## src/hdl/first_fit_block_table_core_assert.svh

```systemverilog
// Assertion macros for the first-fit block table core.
// Used by the top level; relies on clk and rst_n being visible where expanded.
`ifndef FIRST_FIT_BLOCK_TABLE_CORE_ASSERT_SVH
`define FIRST_FIT_BLOCK_TABLE_CORE_ASSERT_SVH

`ifndef SYNTHESIS

// Same-cycle implication, checked outside reset
`define FFBT_ASSERT_NOW(lbl, ante, cons, msg) \
  lbl: assert property (@(posedge clk) disable iff (!rst_n) (ante) |-> (cons)) \
    else $error(msg);

// Next-cycle implication, checked outside reset
`define FFBT_ASSERT_NEXT(lbl, ante, cons, msg) \
  lbl: assert property (@(posedge clk) disable iff (!rst_n) (ante) |=> (cons)) \
    else $error(msg);

`else

`define FFBT_ASSERT_NOW(lbl, ante, cons, msg)
`define FFBT_ASSERT_NEXT(lbl, ante, cons, msg)

`endif

`endif

```

## src/hdl/ffbt_ram.sv

```systemverilog
// Generic simple dual-port RAM: one write port, one registered read port.
// No package dependency.
`default_nettype none

module ffbt_ram #(
  parameter int DATA_W = 8,
  parameter int DEPTH  = 16,
  parameter int ADDR_W = $clog2(DEPTH)
) (
  input  wire logic              clk,
  input  wire logic              we,
  input  wire logic [ADDR_W-1:0] waddr,
  input  wire logic [DATA_W-1:0] wdata,
  input  wire logic              re,
  input  wire logic [ADDR_W-1:0] raddr,
  output      logic [DATA_W-1:0] rdata
);

  logic [DATA_W-1:0] mem [DEPTH];

  always_ff @(posedge clk) begin
    if (we) begin
      mem[waddr] <= wdata;
    end
  end

  always_ff @(posedge clk) begin
    if (re) begin
      rdata <= mem[raddr];
    end
  end

endmodule

`default_nettype wire

```

## config.mk

```make
export PLATFORM = sky130hd
export DESIGN_NAME = ffbt_ram
export DESIGN_NICKNAME = d
export VERILOG_FILES = /design/src/hdl/first_fit_block_table_core_assert.svh /design/src/hdl/ffbt_ram.sv
export SDC_FILE = /design/constraint.sdc
export NUM_CORES = 1
export LEC_CHECK = 0
export BUFFER_PORTS_ARGS = -buffer_cell sky130_fd_sc_hd__buf_2
export CAP_MARGIN = 5
export CORE_ASPECT_RATIO = 0.8
export CORE_MARGIN = 2
export CORE_UTILIZATION = 30
export DETAILED_ROUTE_END_ITERATION = 10
export HOLD_SLACK_MARGIN = 0.06
export SYNTH_ARGS = -nofsm -noshare
export SYNTH_HDL_FRONTEND = slang
export SYNTH_SLANG_ARGS = --single-unit
```

## constraint.sdc

```tcl
create_clock -name clk -period 2.96 [get_ports clk]
set_clock_uncertainty 0.1 [all_clocks]
set_input_delay 0.74 -clock clk [delete_from_list [all_inputs] [get_ports clk]]
set_output_delay 0.74 -clock clk [all_outputs]
set_load 0.03 [all_outputs]
```

==> summary.md, run 1 <==
| Metric | Value |
|---|---|
| Number of global-route vias before repair | `2585` |
| Cell area power density | `708 nW/um2` |
| Total Die Area | `18500 um2` |
| Post-CTS Repair Setup Buffers | `0` |
| Final setup viols | `0` |
| Worst slew pin tran | `0.712 ns` |
| Global-route wire length before repair | `16600 um` |
| Reg2Reg Capture Point | `rdata[1]` |
| Lkg Pwr | `2.10 nW` |
| Most frequent cells in the layout | `136 x sky130_fd_sc_hd__edfxtp_1, 26 x sky130_fd_sc_hd__buf_2, 21 x sky130_fd_sc_hd__buf_4` |
| Number of antenna cells inserted | `0` |
| Crit. End Element | `flop` |
| Final instance area | `6300 um2` |
| Arrival time at the worst endpoint | `2.16 ns` |
| Fraction of layout instances using a drive strength above 1 | `31.1%` |
| DRC | `0` |
| Placer's final routability congestion estimate | `0.739` |
| Share of synthesized area occupied by flip-flops and latches | `78.1%` |
| Synth unique cells | `18` |
| Final layout net count | `305` |
| Pin count of the biggest net entering global routing | `17` |
| Fraction of the mapped netlist area in adder cells | `0%` |
| CTS Hold Bufs | `0` |
| Combinational family with the most area after synthesis | `multiplexers` |
| Core utilization of the finished layout | `36.6%` |
| Clock Tree Root | `sky130_fd_sc_hd__clkbuf_16` |
| Cell area after technology mapping | `5230 um2` |
| Post-route fraction of the period consumed by the critical path | `71.4%` |
| Worst Setup Start Kind | `primary input` |
| Average wire length per cell after detail routing | `21.2 um` |
| Total half-perimeter wirelength after legalization and detailed placement | `7320 um` |
| Share of synthesized cell area in and, or, nand and nor gates | `3.14%` |
| Final-report max-slew violation count | `0` |
| Data required time at the worst endpoint | `3.01 ns` |
| GRT Residual Overflow | `0` |
| Post-detailed-placement cell area | `5730 um2` |
| Die extent in x | `152 um` |
| Mean area per synthesized cell | `22.8 um2` |
| Number of antenna-violating nets in the routed design | `0` |
| Area of the core | `17200 um2` |
| Number of enable flip-flop cells after synthesis | `136` |
| Number of instances resized during post-cts repair | `0` |
| Largest vdd supply drop | `0.000466 V` |
| Vertical die dimension | `122 um` |
| H-Tree Level Count | `4` |
| Hold violation count in the final report | `0` |
| Initial cell density of the core | `30.4%` |
| Class of the most critical hold timing path | `in -> reg` |
| Synthesized instance count | `229` |
| Max-slew headroom | `52.5%` |
| FF+latch count, synth | `136` |
| Detailed-routing iteration count for the pre-antenna-repair pass | `4` |
| # rows | `43` |
| Top FF cell, synth | `sky130_fd_sc_hd__edfxtp_1` |
| CP Launch Point | `raddr[0]` |
| Clock insertion delay at the later pin of the skew report | `0.41 ns` |
| Synthesized-area fraction occupied by xor and xnor cells | `0%` |
| Synthesized net count | `248` |
| Clock-pin slew on the worst setup and hold paths | `0.06 ns` |
| Worst Reg-to-Reg Cells | `3` |
| RSZ-0062 raised after global routing | `false` |
| Area fraction in compound gates after synthesis | `2.30%` |
| Number of clock buffers inserted by TritonCTS | `17` |
| Maximum count of clock buffers along a single path | `2` |
| Fin crit period | `2.11 ns` |
| Async SR Flop Fraction | `0%` |
| First DRT Iteration DRCs | `302` |
| Maximum fanout along the worst path | `9` |
| Setup TNS | `0 ns` |
| Count of synthesis-stage warnings from yosys | `0` |
| Sum of routed wire length over all layers | `11100 um` |
| Mux share of post-synthesis cell area | `14.8%` |
| Start-to-end type of the worst setup path | `in -> reg` |
| CTS tree | `done` |
| TritonCTS Sinks | `136` |
| Maximum capacitance violations | `0` |
| Reg2Reg Launch Point | `mem[9][1]` |
| Detailed-route vias per instance | `4.76` |
| Quantity of I/O buffers inserted on ports | `26` |
| Most common cell after layout, fill and taps aside | `sky130_fd_sc_hd__edfxtp_1` |
| Overall Global Routing Usage | `12.9%` |
| Initial antenna violation count | `0` |
| Vias post-DR | `2492` |
| Result of the run | `finished, final reports clean` |
| Worst reg2reg setup slack | `1.26 ns` |
| Number of top-level pins | `27` |
| Highest clock frequency the design can meet | `0.473 GHz` |
| Area added between synthesis and finish | `20.6%` |
| End of the critical path | `rdata[3]` |
## kinds of logic after synthesis
group	after synthesis
simple gates	35
flops	136
buf+inv	10
mux	32
compound gates	16
## synth_stat cells (2+ instances only)
master,instances,area (um2)
sky130_fd_sc_hd__nor3_1,4,20.0
sky130_fd_sc_hd__nand3b_1,2,15.0
sky130_fd_sc_hd__buf_2,3,15.0
sky130_fd_sc_hd__clkdlybuf4s25_2,3,30.0
sky130_fd_sc_hd__buf_6,3,33.8
sky130_fd_sc_hd__nand2_1,9,33.8
sky130_fd_sc_hd__mux4_1,14,368
sky130_fd_sc_hd__nor2_1,13,48.8
sky130_fd_sc_hd__a22oi_1,16,120
sky130_fd_sc_hd__nand2b_1,2,12.5
sky130_fd_sc_hd__mux4_2,18,405
sky130_fd_sc_hd__edfxtp_1,136,4080
## metal layers
layer | track usage [%] | wire length [um]
met5 | 0 | 0
met4 | 3.41 | 110
met3 | 3.78 | 800
met2 | 18.2 | 4910
met1 | 19.5 | 5280
## sequential cells by signal, indices dropped and copies added, names as in the netlist
register  flops
rdata         8
mem         128
## power by group
part	internal, mW	switching (mW)	leakage, nW
Sequential	2.17	0.0110	1.24
Combinational	0.0861	0.145	0.593
Clock	1.32	0.729	0.275
## stage by stage
step | instances | worst slack [ns] | total power [mW] | hold slack, ns
after floorplan | 229 | 0.627 | 2.35 | 0.605
after global placement | 492 | 0.398 | 2.45 | 0.647
after detailed placement | 492 | 0.418 | 2.45 | 0.642
after CTS | 524 | 0.846 | 4.49 | 0.582
after global routing | 524 | 0.778 | 4.60 | 0.585
final | 524 | 0.847 | 4.46 | 0.595
## area by class of cell
class / instances / area [um2]
Multi-Input combinational cell: 83 / 1060
Timing Repair Buffer: 48 / 308
Clock buffer: 23 / 448
Fill cell: 1567 / 10900
Clock inverter: 9 / 125
Sequential cell: 136 / 4080
Tap cell: 225 / 282
## how the worst min path moves through the flow
| stage | end | start | slack (ns) | depth (start not counted) |
|---|---|---|---|---|
| 6_report | rdata[3] | re | 0.60 | 1 |
| 5_1_grt | rdata[3] | re | 0.58 | 1 |
| 4_1_cts | rdata[3] | re | 0.58 | 1 |
| 3_5_place_dp | rdata[2] | mem[14][2] | 0.64 | 3 |
| 3_3_place_gp | rdata[2] | mem[12][2] | 0.65 | 3 |
| 2_1_floorplan | rdata[0] | mem[7][0] | 0.60 | 3 |
## worst max-delay path, cell delays in order
cell and delay [ns]:
sky130_fd_sc_hd__buf_2 0.28, sky130_fd_sc_hd__buf_4 0.23, sky130_fd_sc_hd__mux4_1 0.65, sky130_fd_sc_hd__a22oi_1 0.18, sky130_fd_sc_hd__nand2_1 0.08
Note: power is estimated with default switching activity, not from simulation.
==> run 2, diff against run 1 <==
Clock period 2.96 ns to 2.05 ns, I/O delays scaled along.
==> run 2 against run 1 <==
  * Clock-buffer cell count fell by 6
  * Clock power rose by 61%
  * Total power rose by 52%
  * Non-clock buffer count rose by 4
  * First-iteration DRC count fell by 41%
  * Design area rose by 2.2%
  * Register-to-register slack got worse by 0.85 ns
  * Critical path depth rose by 1
  * Sequential cell count did not move
  * Sequential power rose by 44%
  * Via count rose by 0.64%
  * Combinational power rose by 44%
  * Critical path type unchanged
  * Largest power group is now clock
==> summary.md, run 2 (synthesis gave the netlist of run 1 again) <==
| Metric | Value |
|---|---|
| Most frequent cells in the layout | `136 x sky130_fd_sc_hd__edfxtp_1, 26 x sky130_fd_sc_hd__buf_2, 23 x sky130_fd_sc_hd__buf_4 (was 136 x sky130_fd_sc_hd__edfxtp_1, 26 x sky130_fd_sc_hd__buf_2, 21 x sky130_fd_sc_hd__buf_4)` |
| Total Die Area | `18500 um2 (unchanged)` |
| GRT Residual Overflow | `0 (unchanged)` |
| Placer's final routability congestion estimate | `0.721 (was 0.739)` |
| Non-Filler Instances | `528 (was 524)` |
| Fin crit period | `1.77 ns` |
| Largest registers | `mem: 128 flops, rdata: 8 flops (unchanged)` |
| Average wire length per cell after detail routing | `20.7 um (was 21.2 um)` |
| Placed Cells incl. Taps | `496 (was 492)` |
| Clock Tree Root | `sky130_fd_sc_hd__clkbuf_16 (unchanged)` |
| Pwr Total | `6.79 mW (was 4.46 mW)` |
| Overall Global Routing Usage | `12.9% (about the same)` |
| Crit path setup slack, layout | `0.283 ns (was 0.847 ns)` |
| Sum of routed wire length over all layers | `10900 um (was 11100 um)` |
| Largest vdd supply drop | `0.000498 V (was 0.000466 V)` |
| Detailed-route vias per instance | `4.75 (was 4.76)` |
| TritonCTS Sinks | `136 (unchanged)` |
| Lkg Pwr | `2.17 nW (was 2.10 nW)` |
| Total half-perimeter wirelength after legalization and detailed placement | `7330 um (was 7320 um)` |
| CTS tree | `done (unchanged)` |
| Number of global-route vias before repair | `2565 (was 2585)` |
| Data required time at the worst endpoint | `2.09 ns (was 3.01 ns)` |
| Number of clock buffers inserted by TritonCTS | `17 (unchanged)` |
| Initial antenna violation count | `0 (unchanged)` |
| Cell area power density | `1050 nW/um2 (was 708 nW/um2)` |
| Detailed-routing iteration count for the pre-antenna-repair pass | `4 (unchanged)` |
| Final layout net count | `309 (was 305)` |
| Number of instances resized during post-cts repair | `0 (unchanged)` |
| Arrival time at the worst endpoint | `1.81 ns (was 2.16 ns)` |
| H-Tree Level Count | `4 (unchanged)` |
| Post-CTS Repair Setup Buffers | `0 (unchanged)` |
| Vertical die dimension | `122 um (unchanged)` |
| Post-route fraction of the period consumed by the critical path | `86.2%` |
| Crit. End Element | `flop (unchanged)` |
| Vias post-DR | `2508 (was 2492)` |
| Pin count of the biggest net entering global routing | `17 (unchanged)` |
| Initial cell density of the core | `30.4% (unchanged)` |
| Final-report max-slew violation count | `0 (unchanged)` |
| Final setup viols | `0 (unchanged)` |
| Final instance area | `6440 um2 (was 6300 um2)` |
| Start-to-end type of the worst setup path | `in -> reg (unchanged)` |
| Worst slack on hold paths | `0.368 ns (was 0.595 ns)` |
| Hold violation count in the final report | `0 (unchanged)` |
| RSZ-0062 raised after global routing | `false (unchanged)` |
| Number of top-level pins | `27 (unchanged)` |
| Fraction of layout instances using a drive strength above 1 | `34.3% (was 31.1%)` |
| Top register by number of flip-flops | `mem (unchanged)` |
| Most common cell after layout, fill and taps aside | `sky130_fd_sc_hd__edfxtp_1 (unchanged)` |
| Clock insertion delay at the later pin of the skew report | `0.42 ns (was 0.41 ns)` |
| DRC | `0 (unchanged)` |
| Global-route wire length before repair | `16300 um (was 16600 um)` |
| First DRT Iteration DRCs | `179 (was 302)` |
| Die extent in x | `152 um (unchanged)` |
| Maximum count of clock buffers along a single path | `2 (unchanged)` |
| Post-detailed-placement cell area | `5790 um2 (was 5730 um2)` |
| Area added between synthesis and finish | `23.2% (was 20.6%)` |
| Setup TNS | `0 ns (unchanged)` |
| Area of the core | `17200 um2 (unchanged)` |
| Class of the most critical hold timing path | `in -> reg (unchanged)` |
| Number of antenna-violating nets in the routed design | `0 (unchanged)` |
| Maximum fanout along the worst path | `13 (was 9)` |
| Clock-pin slew on the worst setup and hold paths | `0.06 ns (about the same)` |
| Max-slew headroom | `53.7% (was 52.5%)` |
| # rows | `43 (unchanged)` |
| Worst slew pin tran | `0.693 ns (was 0.712 ns)` |
| CTS Hold Bufs | `0 (unchanged)` |
| Result of the run | `finished, final reports clean (unchanged)` |
| Maximum capacitance violations | `0 (unchanged)` |
| Worst slack at placement | `-0.152 ns (was 0.418 ns)` |
| Highest clock frequency the design can meet | `0.566 GHz` |
| Worst Setup Start Kind | `primary input (unchanged)` |
| Number of flip-flops under the largest register name | `128 (unchanged)` |
| Quantity of I/O buffers inserted on ports | `26 (unchanged)` |
| Number of antenna cells inserted | `0 (unchanged)` |
| Fill cell total of the finished layout | `1574 (was 1567)` |
| Core utilization of the finished layout | `37.4% (was 36.6%)` |
run 2: changes by cell type in the layout (fill, tap and decap cells not counted):
| cell | before | now |
|---|---|---|
| sky130_fd_sc_hd__bufinv_16 | 3 | 5 |
| sky130_fd_sc_hd__buf_12 | 1 | 3 |
| sky130_fd_sc_hd__clkbuf_1 | 6 | 0 |
| sky130_fd_sc_hd__clkinv_4 | 0 | 4 |
| sky130_fd_sc_hd__buf_4 | 21 | 23 |
| sky130_fd_sc_hd__inv_6 | 0 | 1 |
| sky130_fd_sc_hd__nor3_2 | 0 | 1 |
| sky130_fd_sc_hd__clkinvlp_4 | 2 | 3 |
| sky130_fd_sc_hd__clkinv_2 | 4 | 2 |
| sky130_fd_sc_hd__nor3_1 | 4 | 3 |
run 2: critical path, cell delays in order:
cell and delay, ns:
sky130_fd_sc_hd__buf_2 0.12, sky130_fd_sc_hd__buf_12 0.16, sky130_fd_sc_hd__buf_4 0.12, sky130_fd_sc_hd__mux4_1 0.55, sky130_fd_sc_hd__a22oi_1 0.20, sky130_fd_sc_hd__nand2_1 0.13
run 2: report_power, final:
part	internal, mW	leakage [nW]	switching (mW)
logic	0.134	0.623	0.199
clock network	2.16	0.309	1.14
registers	3.13	1.24	0.0161
run 2: area by class of cell:
class	count	area, um2	area share [%]
sequential	136	4080	63.4
timing repair buffer	52	363	5.63
multi-input combinational	83	1060	16.5
tap	225	282	4.37
clock buffer	17	425	6.60
clock inverter	15	226	3.52
run 2: final timing paths:
kind / from / depth (start not counted) / end / slack (ns)
worst max-delay path: raddr[0] / 6 / rdata[5] / 0.28
worst min-delay path: re / 1 / rdata[2] / 0.37
worst max register to register: mem[4][4] / 3 / rdata[4] / 0.41
worst min register to register: mem[4][3] / 3 / rdata[3] / 0.65
run 2: metal layers:
layer	global-route usage, %	part of all wire [%]	routed length [um]	vias to the layer above
met1	19.0	48	5190	1324
met3	3.56	5.7	622	6
met2	18.2	46	5040	70
met4	4.69	0.52	57	0
met5	0	0	0	-
li1	-	-	-	1108
==> run 3, diff against run 2 <==
Settings changed: CORE_MARGIN 2 to unset.
==> run 3 against run 2 <==
  * Global-route usage fell by 0.46 points
  * Via count fell by 2.9%
  * Total power fell by 1.3%
  * Worst hold slack improved by 0.013 ns
  * Cell count fell by 1.7%
  * Wire length fell by 7.3%
  * Sequential cell count did not move
  * Maximum frequency fell by 2.0%
  * Worst setup slack got worse by 0.037 ns
  * Sequential share of layout area rose by 0.48 points
  * Largest power group unchanged
  * Highest routed layer unchanged
==> summary.md, run 3 (synthesis gave the netlist of run 1 again) <==
| Metric | Value |
|---|---|
| Result of the run | `finished, final reports clean (unchanged)` |
| Number of instances resized during post-cts repair | `0 (unchanged)` |
| Maximum fanout along the worst path | `12 (was 13)` |
| Initial antenna violation count | `0 (unchanged)` |
| Worst slack at placement | `-0.190 ns (was -0.152 ns)` |
| Number of global-route vias before repair | `2575 (was 2565)` |
| Crit. End Element | `flop (unchanged)` |
| Area added between synthesis and finish | `22.3% (was 23.2%)` |
| Detailed-route vias per instance | `4.69 (was 4.75)` |
| Overall Global Routing Usage | `12.4% (was 12.9%)` |
| Worst Setup Start Kind | `primary input (unchanged)` |
| Total half-perimeter wirelength after legalization and detailed placement | `6810 um (was 7330 um)` |
| Lkg Pwr | `2.15 nW (was 2.17 nW)` |
| Post-route fraction of the period consumed by the critical path | `88.0% (was 86.2%)` |
| Maximum count of clock buffers along a single path | `2 (unchanged)` |
| Worst slew pin tran | `0.675 ns (was 0.693 ns)` |
| Vertical die dimension | `120 um (was 122 um)` |
| Clock insertion delay at the later pin of the skew report | `0.41 ns (was 0.42 ns)` |
| Core utilization of the finished layout | `38.0% (was 37.4%)` |
| Pwr Total | `6.70 mW (was 6.79 mW)` |
| Max-slew headroom | `54.9% (was 53.7%)` |
| Hold violation count in the final report | `0 (unchanged)` |
| RSZ-0062 raised after global routing | `false (unchanged)` |
| Gate power share | `4.9% (about the same)` |
| Top register by number of flip-flops | `mem (unchanged)` |
| Global-route wire length before repair | `15500 um (was 16300 um)` |
| Largest registers | `mem: 128 flops, rdata: 8 flops (unchanged)` |
| Final-report max-slew violation count | `0 (unchanged)` |
| Fraction of layout instances using a drive strength above 1 | `33.1% (was 34.3%)` |
| Final layout net count | `306 (was 309)` |
| H-Tree Level Count | `4 (unchanged)` |
| Highest clock frequency the design can meet | `0.554 GHz (was 0.566 GHz)` |
| Placer's final routability congestion estimate | `0.718 (was 0.721)` |
| Sum of routed wire length over all layers | `10100 um (was 10900 um)` |
| Internal power | `5.40 mW (was 5.43 mW)` |
| Clock-pin slew on the worst setup and hold paths | `0.06 ns (about the same)` |
| Detailed-routing iteration count for the pre-antenna-repair pass | `4 (unchanged)` |
| Crit path setup slack, layout | `0.246 ns (was 0.283 ns)` |
| Clock Tree Root | `sky130_fd_sc_hd__clkbuf_16 (unchanged)` |
| Data required time at the worst endpoint | `2.08 ns (was 2.09 ns)` |
| Cell area power density | `1050 nW/um2 (about the same)` |
| Pin count of the biggest net entering global routing | `23 (was 17)` |
| Largest vdd supply drop | `0.000671 V (was 0.000498 V)` |
| CTS tree | `done (unchanged)` |
| Final setup viols | `0 (unchanged)` |
| Total Die Area | `18000 um2 (was 18500 um2)` |
| Sequential cell fraction of total power | `47.0% (was 46.4%)` |
| Most frequent cells in the layout | `136 x sky130_fd_sc_hd__edfxtp_1, 26 x sky130_fd_sc_hd__buf_2, 20 x sky130_fd_sc_hd__buf_4 (was 136 x sky130_fd_sc_hd__edfxtp_1, 26 x sky130_fd_sc_hd__buf_2, 23 x sky130_fd_sc_hd__buf_4)` |
| Fin crit period | `1.80 ns (was 1.77 ns)` |
| Initial cell density of the core | `31.1% (was 30.4%)` |
| Number of antenna-violating nets in the routed design | `0 (unchanged)` |
| Share of power burned in the clock network | `48.1% (was 48.7%)` |
| Vias post-DR | `2436 (was 2508)` |
| Average wire length per cell after detail routing | `19.5 um (was 20.7 um)` |
| Most common cell after layout, fill and taps aside | `sky130_fd_sc_hd__edfxtp_1 (unchanged)` |
| Number of clock buffers inserted by TritonCTS | `17 (unchanged)` |
| # rows | `42 (was 43)` |
| Post-detailed-placement cell area | `5760 um2 (was 5790 um2)` |
| Maximum capacitance violations | `0 (unchanged)` |
| DRC | `0 (unchanged)` |
| Area of the core | `16800 um2 (was 17200 um2)` |
| Die extent in x | `150 um (was 152 um)` |
| Proportion of total power due to net switching | `19.4% (was 20.0%)` |
| First DRT Iteration DRCs | `166 (was 179)` |
| Number of flip-flops under the largest register name | `128 (unchanged)` |
| CTS Hold Bufs | `0 (unchanged)` |
| Post-CTS Repair Setup Buffers | `0 (unchanged)` |
| Class of the most critical hold timing path | `in -> reg (unchanged)` |
| Worst slack on hold paths | `0.381 ns (was 0.368 ns)` |
| Start-to-end type of the worst setup path | `in -> reg (unchanged)` |
| Quantity of I/O buffers inserted on ports | `26 (unchanged)` |
| Number of antenna cells inserted | `0 (unchanged)` |
| GRT Residual Overflow | `0 (unchanged)` |
| Arrival time at the worst endpoint | `1.83 ns (was 1.81 ns)` |
| Number of top-level pins | `27 (unchanged)` |
| TritonCTS Sinks | `136 (unchanged)` |
| Sw Pwr | `1.30 mW (was 1.36 mW)` |
| Final instance area | `6390 um2 (was 6440 um2)` |
-- run 3: cell count changes in the layout (fill, tap and decap cells not counted) --
cell / delta
sky130_fd_sc_hd__clkinv_2: +2
sky130_fd_sc_hd__clkinvlp_4: -1
sky130_fd_sc_hd__buf_4: -3
sky130_fd_sc_hd__inv_6: -1
sky130_fd_sc_hd__clkinv_1: +1
sky130_fd_sc_hd__clkinv_4: -2
-- run 3: final timing paths --
check / startpoint / endpoint / slack [ns] / cells after the start
max: raddr[0] / rdata[2] / 0.25 / 5
min: re / rdata[6] / 0.38 / 1
max reg2reg: mem[5][0] / rdata[0] / 0.39 / 3
min reg2reg: mem[14][7] / rdata[7] / 0.66 / 3
-- run 3: layer usage --
metal	wire, um	vias up	global-route usage [%]
met5	0	-	0
met4	31	0	2.49
met3	632	4	4.11
met2	4500	72	17.2
met1	4960	1264	18.7
li1	-	1096	-
-- run 3: through the flow --
stage	instances	setup TNS (ns)
6_report	519	0
5_1_grt	519	0
4_1_cts	519	0
3_5_place_dp	488	-1.07
3_3_place_gp	488	-1.00
2_1_floorplan	229	0
-- run 3: layout make-up --
cell class | count | area [um2]
flip-flops and latches | 136 | 4080
clock inverters | 14 | 206
fillers | 1523 | 10400
clock buffers | 17 | 425
multi-input cells | 83 | 1060
well taps | 220 | 275
repair buffers | 49 | 340
-- run 3: power by group through the flow --
stage	registers [mW]	clock network, mW	logic (mW)
floorplan	3.23	0	0.158
global placement	3.20	0	0.326
detailed placement	3.21	0	0.332
CTS	3.15	3.28	0.333
global route	3.15	3.40	0.356
finish	3.15	3.22	0.327
-- run 3: critical path, cell delays in order --
cell,delay [ns]
sky130_fd_sc_hd__buf_2,0.17
sky130_fd_sc_hd__buf_12,0.18
sky130_fd_sc_hd__mux4_1,0.55
sky130_fd_sc_hd__a22oi_1,0.28
sky130_fd_sc_hd__nand2_1,0.14
